[src/rtl/config_text_lexer_unit_defines.svh]
// assertion macros for the config text lexer unit
// used by ctl_lexer_core and ctl_token_fifo; no other dependencies
`ifndef CONFIG_TEXT_LEXER_UNIT_DEFINES_SVH
`define CONFIG_TEXT_LEXER_UNIT_DEFINES_SVH
`ifndef ASSERT_OFF
`define CTL_ASSERT(label, prop, msg) \
   label: assert property (@(posedge clock) disable iff (reset) prop) else $error(msg);
`define CTL_ASSERT_ALWAYS(label, prop, msg) \
   label: assert property (@(posedge clock) prop) else $error(msg);
`else
`define CTL_ASSERT(label, prop, msg)
`define CTL_ASSERT_ALWAYS(label, prop, msg)
`endif
`endif

[src/rtl/ctl_pkg.sv]
// shared types and constants of the config text lexer unit
// no dependencies
package ctl_pkg;

   localparam int POSITION_BITS = 32;
   localparam int OUT_BITS      = 32;
   localparam int FIFO_DEPTH    = 8;
   localparam int PTR_BITS      = $clog2(FIFO_DEPTH);
   localparam int CNT_BITS      = $clog2(FIFO_DEPTH + 1);
   localparam int CSR_INDEX_BITS = 8;
   localparam int CSR_DATA_BITS  = 8;
   localparam int REQ_DATA_BITS  = 8;
   localparam int RSP_DATA_BITS  = 160;
   localparam int RSP_USER_BITS  = 4;

   localparam logic [CSR_INDEX_BITS-1:0] CSR_KEEP_WS = 8'd0;
   localparam logic [CSR_INDEX_BITS-1:0] CSR_KEEP_CM = 8'd1;

   localparam logic [POSITION_BITS-1:0] POS_MAX = {POSITION_BITS{1'b1}};

   typedef logic [POSITION_BITS-1:0] pos_type;

   typedef enum logic [2:0] {
      ST_IDLE, ST_WS, ST_COMMENT, ST_SQUOTE, ST_DQUOTE, ST_IDENT, ST_NUMBER
   } lex_state_type;

   typedef enum logic [3:0] {
      TK_WS, TK_COMMENT, TK_SQUOTE, TK_DQUOTE, TK_BRACKET, TK_COLON,
      TK_COMMA, TK_IDENT, TK_NUMBER, TK_UNKNOWN, TK_END, TK_UNTERM
   } tok_kind_type;

   typedef struct packed {
      logic                last_of_run;
      logic [OUT_BITS-1:0] start_column;
      logic [OUT_BITS-1:0] start_line;
      logic [OUT_BITS-1:0] content_length;
      logic [OUT_BITS-1:0] token_width;
      logic [OUT_BITS-1:0] start_offset;
      tok_kind_type        token_type;
   } token_type;

   typedef struct packed {
      logic      valid0;
      token_type tok0;
      logic      valid1;
      token_type tok1;
   } tok_pair_type;

endpackage

[src/rtl/config_text_lexer_unit.sv]
// Config text lexer unit: streaming tokenizer of a configuration source text.
// Channels: req_ takes one word per source byte (req_tuser 0) and one
//   end-of-source word (req_tuser 1); rsp_ gives one token per word with its
//   type on rsp_tuser, tlast marks the last token caused by an input word;
//   csr_ writes the keep flags (index 0 keep whitespace, index 1 keep
//   comments), always ready.
// Path: a token that a word ends reaches rsp_ through the input register,
//   then the lexer logic into the token queue.
// Throughput: one input word per cycle while the receiver keeps up; an input
//   word yields zero to two tokens, so a word that ends one token and opens a
//   single-byte one gives two tokens on rsp_. req_tready drops while the
//   eight-entry token queue has fewer than two free slots past the word in
//   flight.
// Reset: lexer returns to idle, position to offset 0, line 1, column 1,
//   both keep flags to 1 and the queue empties.
// Receiver stall: tokens wait in the queue with rsp_ held; input is taken
//   while two slots stay free past the word in flight, then req_tready falls.
// depends on ctl_pkg, ctl_lexer_core and ctl_token_fifo
module config_text_lexer_unit (
   input  logic                                clock,
   input  logic                                reset,
   input  logic                                req_tvalid,
   output logic                                req_tready,
   input  logic [ctl_pkg::REQ_DATA_BITS-1:0]   req_tdata,  // source_byte
   input  logic                                req_tuser,  // mode
   output logic                                rsp_tvalid,
   input  logic                                rsp_tready,
   // start_offset, token_width, content_length, start_line, start_column
   output logic [ctl_pkg::RSP_DATA_BITS-1:0]   rsp_tdata,
   output logic [ctl_pkg::RSP_USER_BITS-1:0]   rsp_tuser,  // token_type
   output logic                                rsp_tlast,  // last_of_run
   input  logic                                csr_valid,
   output logic                                csr_ready,
   input  logic [ctl_pkg::CSR_INDEX_BITS-1:0]  csr_index,
   input  logic [ctl_pkg::CSR_DATA_BITS-1:0]   csr_data
);
   import ctl_pkg::*;

   logic in_valid_ff, in_valid_in;
   logic in_mode_ff;
   logic [7:0] in_byte_ff;
   tok_pair_type pair;
   token_type out_tok;
   logic [CNT_BITS-1:0] count;
   logic [CNT_BITS:0] committed;

   assign committed   = (CNT_BITS+1)'(count) + (in_valid_ff ? (CNT_BITS+1)'(2) : '0);
   assign req_tready  = (committed <= (CNT_BITS+1)'(FIFO_DEPTH - 2));
   assign in_valid_in = req_tvalid && req_tready;
   assign csr_ready   = 1'b1;

   always_ff @(posedge clock) begin
      if (reset) begin
         in_valid_ff <= 1'b0;
      end else begin
         in_valid_ff <= in_valid_in;
      end
   end

   always_ff @(posedge clock) begin
      if (in_valid_in) begin
         in_mode_ff <= req_tuser;
         in_byte_ff <= req_tdata[7:0];
      end
   end

   ctl_lexer_core u_core (
      .clock     (clock),
      .reset     (reset),
      .in_valid  (in_valid_ff),
      .in_mode   (in_mode_ff),
      .in_byte   (in_byte_ff),
      .csr_valid (csr_valid && csr_ready),
      .csr_index (csr_index),
      .csr_data  (csr_data),
      .pair      (pair)
   );

   ctl_token_fifo u_fifo (
      .clock     (clock),
      .reset     (reset),
      .pair      (pair),
      .out_valid (rsp_tvalid),
      .out_ready (rsp_tready),
      .out_tok   (out_tok),
      .count     (count)
   );

   assign rsp_tdata = {out_tok.start_column, out_tok.start_line,
                       out_tok.content_length, out_tok.token_width,
                       out_tok.start_offset};
   assign rsp_tuser = out_tok.token_type;
   assign rsp_tlast = out_tok.last_of_run;

endmodule

[src/rtl/ctl_lexer_core.sv]
// lexer state machine, position counters and configuration registers
// depends on ctl_pkg and config_text_lexer_unit_defines.svh
`include "config_text_lexer_unit_defines.svh"
module ctl_lexer_core (
   input  logic                                clock,
   input  logic                                reset,
   input  logic                                in_valid,
   input  logic                                in_mode,
   input  logic [7:0]                          in_byte,
   input  logic                                csr_valid,
   input  logic [ctl_pkg::CSR_INDEX_BITS-1:0]  csr_index,
   input  logic [ctl_pkg::CSR_DATA_BITS-1:0]   csr_data,
   output ctl_pkg::tok_pair_type               pair
);
   import ctl_pkg::*;

   lex_state_type st_ff, st_in;
   pos_type p_start_ff, p_start_in, p_width_ff, p_width_in;
   pos_type p_line_ff, p_line_in, p_col_ff, p_col_in;
   pos_type off_ff, off_in, line_ff, line_in, col_ff, col_in;
   logic keep_ws_ff, keep_cm_ff;

   logic is_ws_b, is_alpha_b, is_digit_b, is_word_b, is_nl_b;
   lex_state_type cls_state;
   tok_kind_type cls_kind;
   token_type fin_tok;
   logic fin_emit, do_finish, do_begin;
   pos_type winc;

   function automatic pos_type sat_inc(input pos_type v);
      return (v == POS_MAX) ? v : v + POSITION_BITS'(1);
   endfunction

   function automatic logic [OUT_BITS-1:0] to_out(input pos_type v);
      logic [63:0] w;
      w = 64'(v);
      return w[OUT_BITS-1:0];
   endfunction

   function automatic token_type make_tok(input tok_kind_type k, input pos_type s,
                                          input pos_type w, input pos_type c,
                                          input pos_type l, input pos_type cl);
      token_type t;
      t.token_type     = k;
      t.start_offset   = to_out(s);
      t.token_width    = to_out(w);
      t.content_length = to_out(c);
      t.start_line     = to_out(l);
      t.start_column   = to_out(cl);
      t.last_of_run    = 1'b0;
      return t;
   endfunction

   // byte classes
   always_comb begin
      is_nl_b    = (in_byte == 8'h0a);
      is_ws_b    = (in_byte == 8'h20) || (in_byte == 8'h09) || (in_byte == 8'h0d) || is_nl_b;
      is_alpha_b = ((in_byte >= 8'h61) && (in_byte <= 8'h7a)) ||
                   ((in_byte >= 8'h41) && (in_byte <= 8'h5a));
      is_digit_b = (in_byte >= 8'h30) && (in_byte <= 8'h39);
      is_word_b  = is_alpha_b || is_digit_b || (in_byte == 8'h5f);
      cls_state  = ST_IDLE;
      cls_kind   = TK_UNKNOWN;
      if (is_ws_b) begin
         cls_state = ST_WS;
      end else if (in_byte == 8'h23) begin
         cls_state = ST_COMMENT;
      end else if (in_byte == 8'h27) begin
         cls_state = ST_SQUOTE;
      end else if (in_byte == 8'h22) begin
         cls_state = ST_DQUOTE;
      end else if (is_alpha_b || (in_byte == 8'h5f)) begin
         cls_state = ST_IDENT;
      end else if (is_digit_b) begin
         cls_state = ST_NUMBER;
      end else if ((in_byte == 8'h7b) || (in_byte == 8'h7d) ||
                   (in_byte == 8'h5b) || (in_byte == 8'h5d)) begin
         cls_kind = TK_BRACKET;
      end else if (in_byte == 8'h3a) begin
         cls_kind = TK_COLON;
      end else if (in_byte == 8'h2c) begin
         cls_kind = TK_COMMA;
      end
   end

   // pending token as it would be closed now
   always_comb begin
      fin_emit = 1'b0;
      fin_tok  = make_tok(TK_IDENT, p_start_ff, p_width_ff, p_width_ff, p_line_ff, p_col_ff);
      unique case (st_ff)
         ST_WS: begin
            fin_emit = keep_ws_ff;
            fin_tok.token_type = TK_WS;
         end
         ST_COMMENT: begin
            fin_emit = keep_cm_ff;
            fin_tok.token_type = TK_COMMENT;
            fin_tok.content_length = to_out(p_width_ff - POSITION_BITS'(1));
         end
         ST_IDENT: begin
            fin_emit = 1'b1;
         end
         ST_NUMBER: begin
            fin_emit = 1'b1;
            fin_tok.token_type = TK_NUMBER;
         end
         default: begin
            fin_emit = 1'b0;
         end
      endcase
   end

   always_comb begin
      st_in      = st_ff;
      p_start_in = p_start_ff;
      p_width_in = p_width_ff;
      p_line_in  = p_line_ff;
      p_col_in   = p_col_ff;
      off_in     = off_ff;
      line_in    = line_ff;
      col_in     = col_ff;
      pair       = '0;
      do_finish  = 1'b0;
      do_begin   = 1'b0;
      winc       = sat_inc(p_width_ff);
      if (in_valid && !in_mode) begin
         unique case (st_ff)
            ST_IDLE: do_begin = 1'b1;
            ST_WS: begin
               if (is_ws_b) begin
                  p_width_in = winc;
               end else begin
                  do_finish = 1'b1;
                  do_begin  = 1'b1;
               end
            end
            ST_COMMENT: begin
               if (is_nl_b) begin
                  do_finish = 1'b1;
                  do_begin  = 1'b1;
               end else begin
                  p_width_in = winc;
               end
            end
            ST_IDENT, ST_NUMBER: begin
               if (is_word_b) begin
                  p_width_in = winc;
               end else begin
                  do_finish = 1'b1;
                  do_begin  = 1'b1;
               end
            end
            ST_SQUOTE, ST_DQUOTE: begin
               p_width_in = winc;
               if (((st_ff == ST_SQUOTE) && (in_byte == 8'h27)) ||
                   ((st_ff == ST_DQUOTE) && (in_byte == 8'h22))) begin
                  pair.valid0 = 1'b1;
                  pair.tok0 = make_tok((st_ff == ST_SQUOTE) ? TK_SQUOTE : TK_DQUOTE,
                                       p_start_ff, winc, winc - POSITION_BITS'(2),
                                       p_line_ff, p_col_ff);
                  st_in = ST_IDLE;
               end
            end
            default: do_begin = 1'b1;
         endcase
         if (do_finish) begin
            pair.valid0 = fin_emit;
            pair.tok0   = fin_tok;
            st_in       = ST_IDLE;
         end
         if (do_begin) begin
            if (cls_state == ST_IDLE) begin
               pair.valid1 = 1'b1;
               pair.tok1 = make_tok(cls_kind, off_ff, POSITION_BITS'(1), POSITION_BITS'(1),
                                    line_ff, col_ff);
               st_in = ST_IDLE;
            end else begin
               st_in      = cls_state;
               p_start_in = off_ff;
               p_width_in = POSITION_BITS'(1);
               p_line_in  = line_ff;
               p_col_in   = col_ff;
            end
         end
         off_in = sat_inc(off_ff);
         if (is_nl_b) begin
            line_in = sat_inc(line_ff);
            col_in  = POSITION_BITS'(1);
         end else begin
            col_in  = sat_inc(col_ff);
         end
      end else if (in_valid) begin
         if ((st_ff == ST_SQUOTE) || (st_ff == ST_DQUOTE)) begin
            pair.valid0 = 1'b1;
            pair.tok0 = make_tok(TK_UNTERM, p_start_ff, p_width_ff,
                                 p_width_ff - POSITION_BITS'(1), p_line_ff, p_col_ff);
         end else begin
            pair.valid0 = fin_emit;
            pair.tok0   = fin_tok;
         end
         pair.valid1 = 1'b1;
         pair.tok1 = make_tok(TK_END, off_ff, '0, '0, line_ff, col_ff);
         st_in      = ST_IDLE;
         p_start_in = '0;
         p_width_in = '0;
         p_line_in  = POSITION_BITS'(1);
         p_col_in   = POSITION_BITS'(1);
         off_in     = '0;
         line_in    = POSITION_BITS'(1);
         col_in     = POSITION_BITS'(1);
      end
      pair.tok0.last_of_run = !pair.valid1;
      pair.tok1.last_of_run = 1'b1;
   end

   always_ff @(posedge clock) begin
      if (reset) begin
         st_ff      <= ST_IDLE;
         off_ff     <= '0;
         line_ff    <= POSITION_BITS'(1);
         col_ff     <= POSITION_BITS'(1);
         keep_ws_ff <= 1'b1;
         keep_cm_ff <= 1'b1;
      end else begin
         st_ff   <= st_in;
         off_ff  <= off_in;
         line_ff <= line_in;
         col_ff  <= col_in;
         if (csr_valid) begin
            case (csr_index)
               CSR_KEEP_WS: keep_ws_ff <= csr_data[0];
               CSR_KEEP_CM: keep_cm_ff <= csr_data[0];
               default: ;
            endcase
         end
      end
   end

   always_ff @(posedge clock) begin
      if (reset) begin
         p_start_ff <= '0;
         p_width_ff <= '0;
         p_line_ff  <= POSITION_BITS'(1);
         p_col_ff   <= POSITION_BITS'(1);
      end else begin
         p_start_ff <= p_start_in;
         p_width_ff <= p_width_in;
         p_line_ff  <= p_line_in;
         p_col_ff   <= p_col_in;
      end
   end

   `CTL_ASSERT(a_end_resets_pos, in_valid && in_mode |=> (off_ff == '0) && (line_ff == POSITION_BITS'(1)) && (col_ff == POSITION_BITS'(1)) && (st_ff == ST_IDLE), "end item did not reset position")
   `CTL_ASSERT(a_end_emits_end, in_valid && in_mode |-> pair.valid1 && (pair.tok1.token_type == TK_END), "end item without end token")
   `CTL_ASSERT(a_byte_no_end, in_valid && !in_mode |-> !(pair.valid1 && (pair.tok1.token_type == TK_END)), "byte produced end token")
   `CTL_ASSERT(a_offset_steps, in_valid && !in_mode && (off_ff != POS_MAX) |=> off_ff == $past(off_ff) + POSITION_BITS'(1), "offset did not advance")

endmodule

[src/rtl/ctl_token_fifo.sv]
// result queue taking up to two tokens a cycle and giving one a cycle while out_ready is high
// depends on ctl_pkg and config_text_lexer_unit_defines.svh
`include "config_text_lexer_unit_defines.svh"
module ctl_token_fifo (
   input  logic                          clock,
   input  logic                          reset,
   input  ctl_pkg::tok_pair_type         pair,
   output logic                          out_valid,
   input  logic                          out_ready,
   output ctl_pkg::token_type            out_tok,
   output logic [ctl_pkg::CNT_BITS-1:0]  count
);
   import ctl_pkg::*;

   token_type mem_ff [FIFO_DEPTH];
   logic [PTR_BITS-1:0] head_ff, head_in, tail_ff, tail_in, wr1_ptr;
   logic [CNT_BITS-1:0] count_ff, count_in;
   logic pop;
   logic [CNT_BITS:0] pushes;

   always_comb begin
      pop      = out_valid && out_ready;
      pushes   = (CNT_BITS+1)'(pair.valid0) + (CNT_BITS+1)'(pair.valid1);
      wr1_ptr  = tail_ff + PTR_BITS'(pair.valid0);
      tail_in  = tail_ff + PTR_BITS'(pushes);
      head_in  = head_ff + PTR_BITS'(pop);
      count_in = CNT_BITS'((CNT_BITS+1)'(count_ff) + pushes - (CNT_BITS+1)'(pop));
   end

   assign out_valid = (count_ff != '0);
   assign out_tok   = mem_ff[head_ff];
   assign count     = count_ff;

   always_ff @(posedge clock) begin
      if (reset) begin
         head_ff  <= '0;
         tail_ff  <= '0;
         count_ff <= '0;
      end else begin
         head_ff  <= head_in;
         tail_ff  <= tail_in;
         count_ff <= count_in;
      end
   end

   always_ff @(posedge clock) begin
      if (pair.valid0) begin
         mem_ff[tail_ff] <= pair.tok0;
      end
      if (pair.valid1) begin
         mem_ff[wr1_ptr] <= pair.tok1;
      end
   end

   `CTL_ASSERT(a_no_overflow, (CNT_BITS+1)'(count_ff) + pushes <= (CNT_BITS+1)'(FIFO_DEPTH) + (CNT_BITS+1)'(pop), "token queue overflow")
   `CTL_ASSERT(a_pop_drops, pop && (pushes == '0) |=> count_ff == $past(count_ff) - 1'b1, "pop did not reduce count")
   `CTL_ASSERT(a_pair_last, pair.valid0 && pair.valid1 |-> !pair.tok0.last_of_run && pair.tok1.last_of_run, "last flag on wrong token")

endmodule
[config.mk]
export PLATFORM = sky130hd
export DESIGN_NAME = config_text_lexer_unit
export DESIGN_NICKNAME = d
export VERILOG_FILES = /design/src/rtl/ctl_pkg.sv /design/src/rtl/config_text_lexer_unit.sv /design/src/rtl/ctl_lexer_core.sv /design/src/rtl/ctl_token_fifo.sv
export VERILOG_INCLUDE_DIRS = /design/src /design/src/rtl
export SDC_FILE = /design/constraint.sdc
export NUM_CORES = 2
export LEC_CHECK = 0
export ABC_CLOCK_PERIOD_IN_PS = 21700
export BUFFER_PORTS_ARGS = -buffer_cell sky130_fd_sc_hd__buf_2
export CAP_MARGIN = 30
export CORE_MARGIN = 10
export CORE_UTILIZATION = 45
export CTS_CLUSTER_SIZE = 30
export DETAILED_ROUTE_END_ITERATION = 7
export SETUP_SLACK_MARGIN = 0.3
export SLEW_MARGIN = 20
export SYNTH_ARGS = -nofsm -noshare
export SYNTH_HDL_FRONTEND = slang
export SYNTH_HIERARCHICAL = 1
export SYNTH_SLANG_ARGS = --single-unit
[constraint.sdc]
create_clock -name clock -period 21.7 [get_ports clock]
set_input_delay 6.51 -clock clock [delete_from_list [all_inputs] [get_ports clock]]
set_output_delay 6.51 -clock clock [all_outputs]
set_load 0.05 [all_outputs]
Word level (Yosys, flattened, before mapping)
Memories as Yosys holds them, arrays and structs flattened. A register that Yosys moved wholly into a read port is not among the register bits.
Index checks and enable logic that the tools add are counted.
{"block": "op_classes", "n_addsub": 13, "magnitude_cmp": 7, "n_eq_ne": 33, "mux": 74, "reduce_logical": 35}
{"op": "$mux 166", "n": 6}
{"op": "$mux 32", "n": 27}
{"op": "$mux 332", "n": 2}
{"op": "$add 32x1->32 const B", "n": 4}
{"op": "$eq 32x32->1 const B", "n": 4}
{"op": "$pmux 32 s4", "n": 1}
{"op": "$eq 8x6->1 const B", "n": 6}
{"op": "$mux 3", "n": 14}
{"op": "$eq 8x7->1 const B", "n": 5}
{"op": "$mux 4", "n": 9}
{"op": "$sub 32x1->32 const B", "n": 1}
{"op": "$sub 32x2->32 const B", "n": 1}
{"op": "$eq 8x4->1 const B", "n": 3}
{"op": "$ge 8x7->1 const B", "n": 2}
{"op": "$le 8x7->1 const B", "n": 2}
{"op": "$logic_or 1x1->1", "n": 12}
{"op": "$pmux 4 s3", "n": 1}
{"op": "$mux 1", "n": 10}
{"op": "$eq 3x3->1 const B", "n": 3}
{"op": "$reduce_and 3->1", "n": 3}
{"op": "$eq 8x1->1 const B", "n": 1}
{"op": "$ge 8x6->1 const B", "n": 1}
{"op": "$le 8x6->1 const B", "n": 1}
{"op": "$logic_and 1x1->1", "n": 8}
{"op": "23 further kinds", "n": 35}
{"block": "word_totals", "reg_bits": 249, "mem_bits_rw": 1320, "input_bits": 30, "out_inout_bits": 168, "word_cells": 179, "memories": 1}
{"memory": "u_fifo.mem_ff", "words": 8, "word_bits": 165, "read_ports": 1, "rd_clocked_by_memory_dff": 1, "write_ports": 2, "line_no": "ctl_token_fifo.sv:15", "rtl": "token_type mem_ff [FIFO_DEPTH];"}

Logic depth before layout (Yosys ltp)
{"block": "depth", "ltp_word": 17, "ltp_mapped": 17}

By module
Netlist, hierarchy kept.
{"mod": "ctl_token_fifo", "instances": 1, "cells_each": 3455, "area_per_inst_um2": 65750.6}
{"mod": "ctl_lexer_core", "instances": 1, "cells_each": 1885, "area_per_inst_um2": 14285.0}
{"mod": "config_text_lexer_unit", "instances": 1, "cells_each": 23, "area_per_inst_um2": 384.1}

Least setup slack after synthesis
Ideal clock, no wire load.
{"block": "synth_timing", "kind": "reg-to-reg", "start": "register in_byte_ff[0]", "end": "memory u_fifo/mem_ff[2][0] (netlist name), enable pin", "setup_ns": 0.933, "t_arrival_ns": 14.786, "required_time_ns": 20.767, "setup_slack_ns": 5.982, "stages_incl_launch_ff": 12, "cell_sequence": "edfxtp_1 clkbuf_1 nor2_1 nand3_1 or3_1 o32ai_1 nand2_1 clkbuf_1 clkbuf_1 o21ai_0 nand2_1 o31ai_1"}
{"element": "start, declared", "line_no": "config_text_lexer_unit.sv:41", "rtl": "logic [7:0] in_byte_ff;"}
{"element": "start signal, assigned", "line_no": "config_text_lexer_unit.sv:63", "rtl": "in_byte_ff <= req_tdata[7:0];"}
{"element": "end, declared", "line_no": "ctl_token_fifo.sv:15"}

==> metrics <==
status finished clean; Req. time, crit path 15.19 ns; CP endpoint kind output port; Overflow after GRT 0; Synth top area share 49.6%; unrepaired setup endpoints after global routing false; Ant. Diodes 0; I/O Buffers 189; Seq/Total Area, Yosys 55.6%; CTS Hold Bufs 0; dpl cell area 0.0838 mm2; Switch Pwr 2.56 mW; worst slew pin tran 1.13 ns; met1 WL 97,900 um; Seq cells post-synth 1,569; Post-CTS Setup Bufs 0; crit path DAT 4.10 ns; share of cells above drive strength 1 38.4%; post-synth top area cell edfxtp_1; vias in the first global route 49,700; first-pass GRT wire length 337,000 um; Vias 48,100; # clock sinks 1,569; largest net degree at the start of global routing 121; Met2 Wirelength 110,000 um; Longest Clk Path Bufs 3; Finished Cell Area 0.0895 mm2; core area 0.178 mm2; DRT Wirelength 227,000 um; Synth Warn # 6; Starting Density 45.2%; Switching Fraction 31.0%; pre-CTS setup slack 11.90 ns; DRT iter0 DRCs 4,235; TritonCTS Buffers 172; Combinational Power Share 24.0%; CTS tree built; Design Power 8.27 mW; CP max FO 55; Post-Syn Instances 5,363; Max-Slew Margin vs Limit 25.0%; CTS Root Cell clkbuf_16; setup_tns 0 ns; clock skew after layout 0.0328 ns; synth top area cells edfxtp_1, mux2_2, mux4_2; Routed Antenna Nets 0; Post-Syn Area 0.0804 mm2; fin. max-slew vios 0; Detail Route met3 WL 11,900 um; commonest cells in the netlist edfxtp_1, mux2_2, mux4_2; Synth Flop Type edfxtp_1; CTS clk-pin slew, worst paths 0.06 ns; EDFF count, synth 1,329; Vias/cell 6.02; mean post-synth cell area 15.0 um2; Resize count post-CTS 0; clk_lat worst skew 0.83 ns; VDD IR max 0.0852 mV; # rows 155; Pwr Density 92.5 mW/mm2; H-tree Lvls 4; worst hold path type flop to flop; Die Ht 443 um; DRC 0; Yosys cell types 88; Layout Nets 5,529; most frequent cell after synthesis edfxtp_1; top sig layer met4; IO Count 198; Placer Congestion 0.872; Setup-failing EPs final 0; Flop pwr share 40.7%; wire per inst 28.4 um; CP Launch Type flop; min setup slack post-route 11.09 ns; leakage power 31.8 nW; Area Overhead vs Synth 11.2%; Post-synth ARST share 0%; DR pass1 iterations 5; final worst-path cycle share 48.9%; Hold Violations, Final 0; Post-DP HPWL 121,000 um; Max-Cap Viols 0; internal power 5.71 mW; fin util 50.3%; max frequency 94.3 MHz; Tmin final 10.61 ns; clock share of power 35.4%; Overall Global Routing Usage 22.6%; initial antenna violation count 3; Die ar. 0.196 mm2; Die W 443 um; WS Path Type flop to output port
==> cell type report <==
class                           count  area (um2)
Fill cell                       15100       88600
Sequential cell                  1569       44700
Multi-Input combinational cell   3381       33800
Clock buffer                      259        5020
Tap cell                         2355        2950
Timing Repair Buffer              318        2260
Clock inverter                     65         599
Inverter                           35         131
==> state kept, by name, summed over array words and instances (netlist names) <==
signal             flops
u_core/line_ff        32
u_core/p_line_ff      32
u_core/p_width_ff     32
in_mode_ff             1
u_core/p_start_ff     32
u_fifo/head_ff         3
in_byte_ff             8
u_fifo/tail_ff         3
u_core/keep_ws_ff      1
u_fifo/mem_ff       1320
u_core/p_col_ff       32
u_core/keep_cm_ff      1
u_fifo/count           4
u_core/col_ff         32
in_valid_ff            1
u_core/st_ff           3
u_core/off_ff         32
==> path summary, 6_finish.rpt <==
path              slack [ns]                        startpoint  depth (start not counted)                                to
setup reg to reg       13.94           in_byte_ff[4]$_DFFE_PP_                         16    u_fifo/mem_ff[0][65]$_DFFE_PP_
hold reg to reg         0.45  u_core/p_line_ff[0]$_SDFFE_PP1P_                          2  u_core/p_line_ff[0]$_SDFFE_PP1P_
hold / removal          0.45  u_core/p_line_ff[0]$_SDFFE_PP1P_                          2  u_core/p_line_ff[0]$_SDFFE_PP1P_
setup / recovery       11.09      u_fifo/head_ff[1]$_SDFF_PP0_                          6                    rsp_tdata[128]
==> cell families after synthesis <==
logic type | count (synthesis) | synth area share (%)
other | 3 | 0.0140
AND/OR/NAND/NOR | 895 | 5.86
buffers and inverters | 474 | 2.96
flip-flops | 1569 | 55.6
XOR/XNOR | 111 | 1.25
adder cells (fa/ha/maj) | 23 | 0.373
multiplexers | 1821 | 30.1
AO/OA/AOI/OAI | 467 | 3.83
==> metrics by stage <==
stage | hold slack (ns) | instances
after floorplan | 0.431 | 5424
after detailed placement | 0.445 | 7650
after CTS | 0.456 | 7974
after global routing | 0.477 | 7982
final | 0.455 | 7982
after global placement | 0.441 | 7632
==> routing by layer <==
| metal | global-route usage, % | up-vias |
|---|---|---|
| met5 | 0 | - |
| met3 | 3.14 | 329 |
| met1 | 30.5 | 25200 |
| li1 | - | 21200 |
| met4 | 6.70 | 0 |
| met2 | 38.0 | 1428 |
==> power by group through the flow <==
stage	combinational, mW	clock (mW)	sequential, mW
after floorplan	1.49	0	3.43
after CTS	2.02	2.99	3.37
after detailed placement	2.01	0	3.43
final	1.98	2.93	3.37
after global placement	1.98	0	3.45
after global routing	2.09	3.10	3.37
==> cells in the final DEF (no fill, tap or decap), types with 64 or more instances in the layout <==
cell,synthesis,layout
a21oi_1,81,79
a22o_1,97,97
and2_1,194,193
buf_2,168,196
buf_4,70,95
clkbuf_16,0,175
conb_1,3,64
dfxtp_1,240,237
edfxtp_1,1329,1329
mux2_1,291,291
mux2_2,1195,1195
mux4_2,330,330
nand2_1,185,181
nand3_1,69,69
nor2_1,181,176
o21ai_0,159,150
==> critical path, stage by stage, from the launching register on <==
cell     delay [ns]
dfxtp_4        0.59
buf_4          0.45
buf_16         0.32
buf_4          0.84
mux4_2         0.41
mux2_2         0.38
buf_2          0.25
Note: power is estimated with default switching activity, not from simulation.
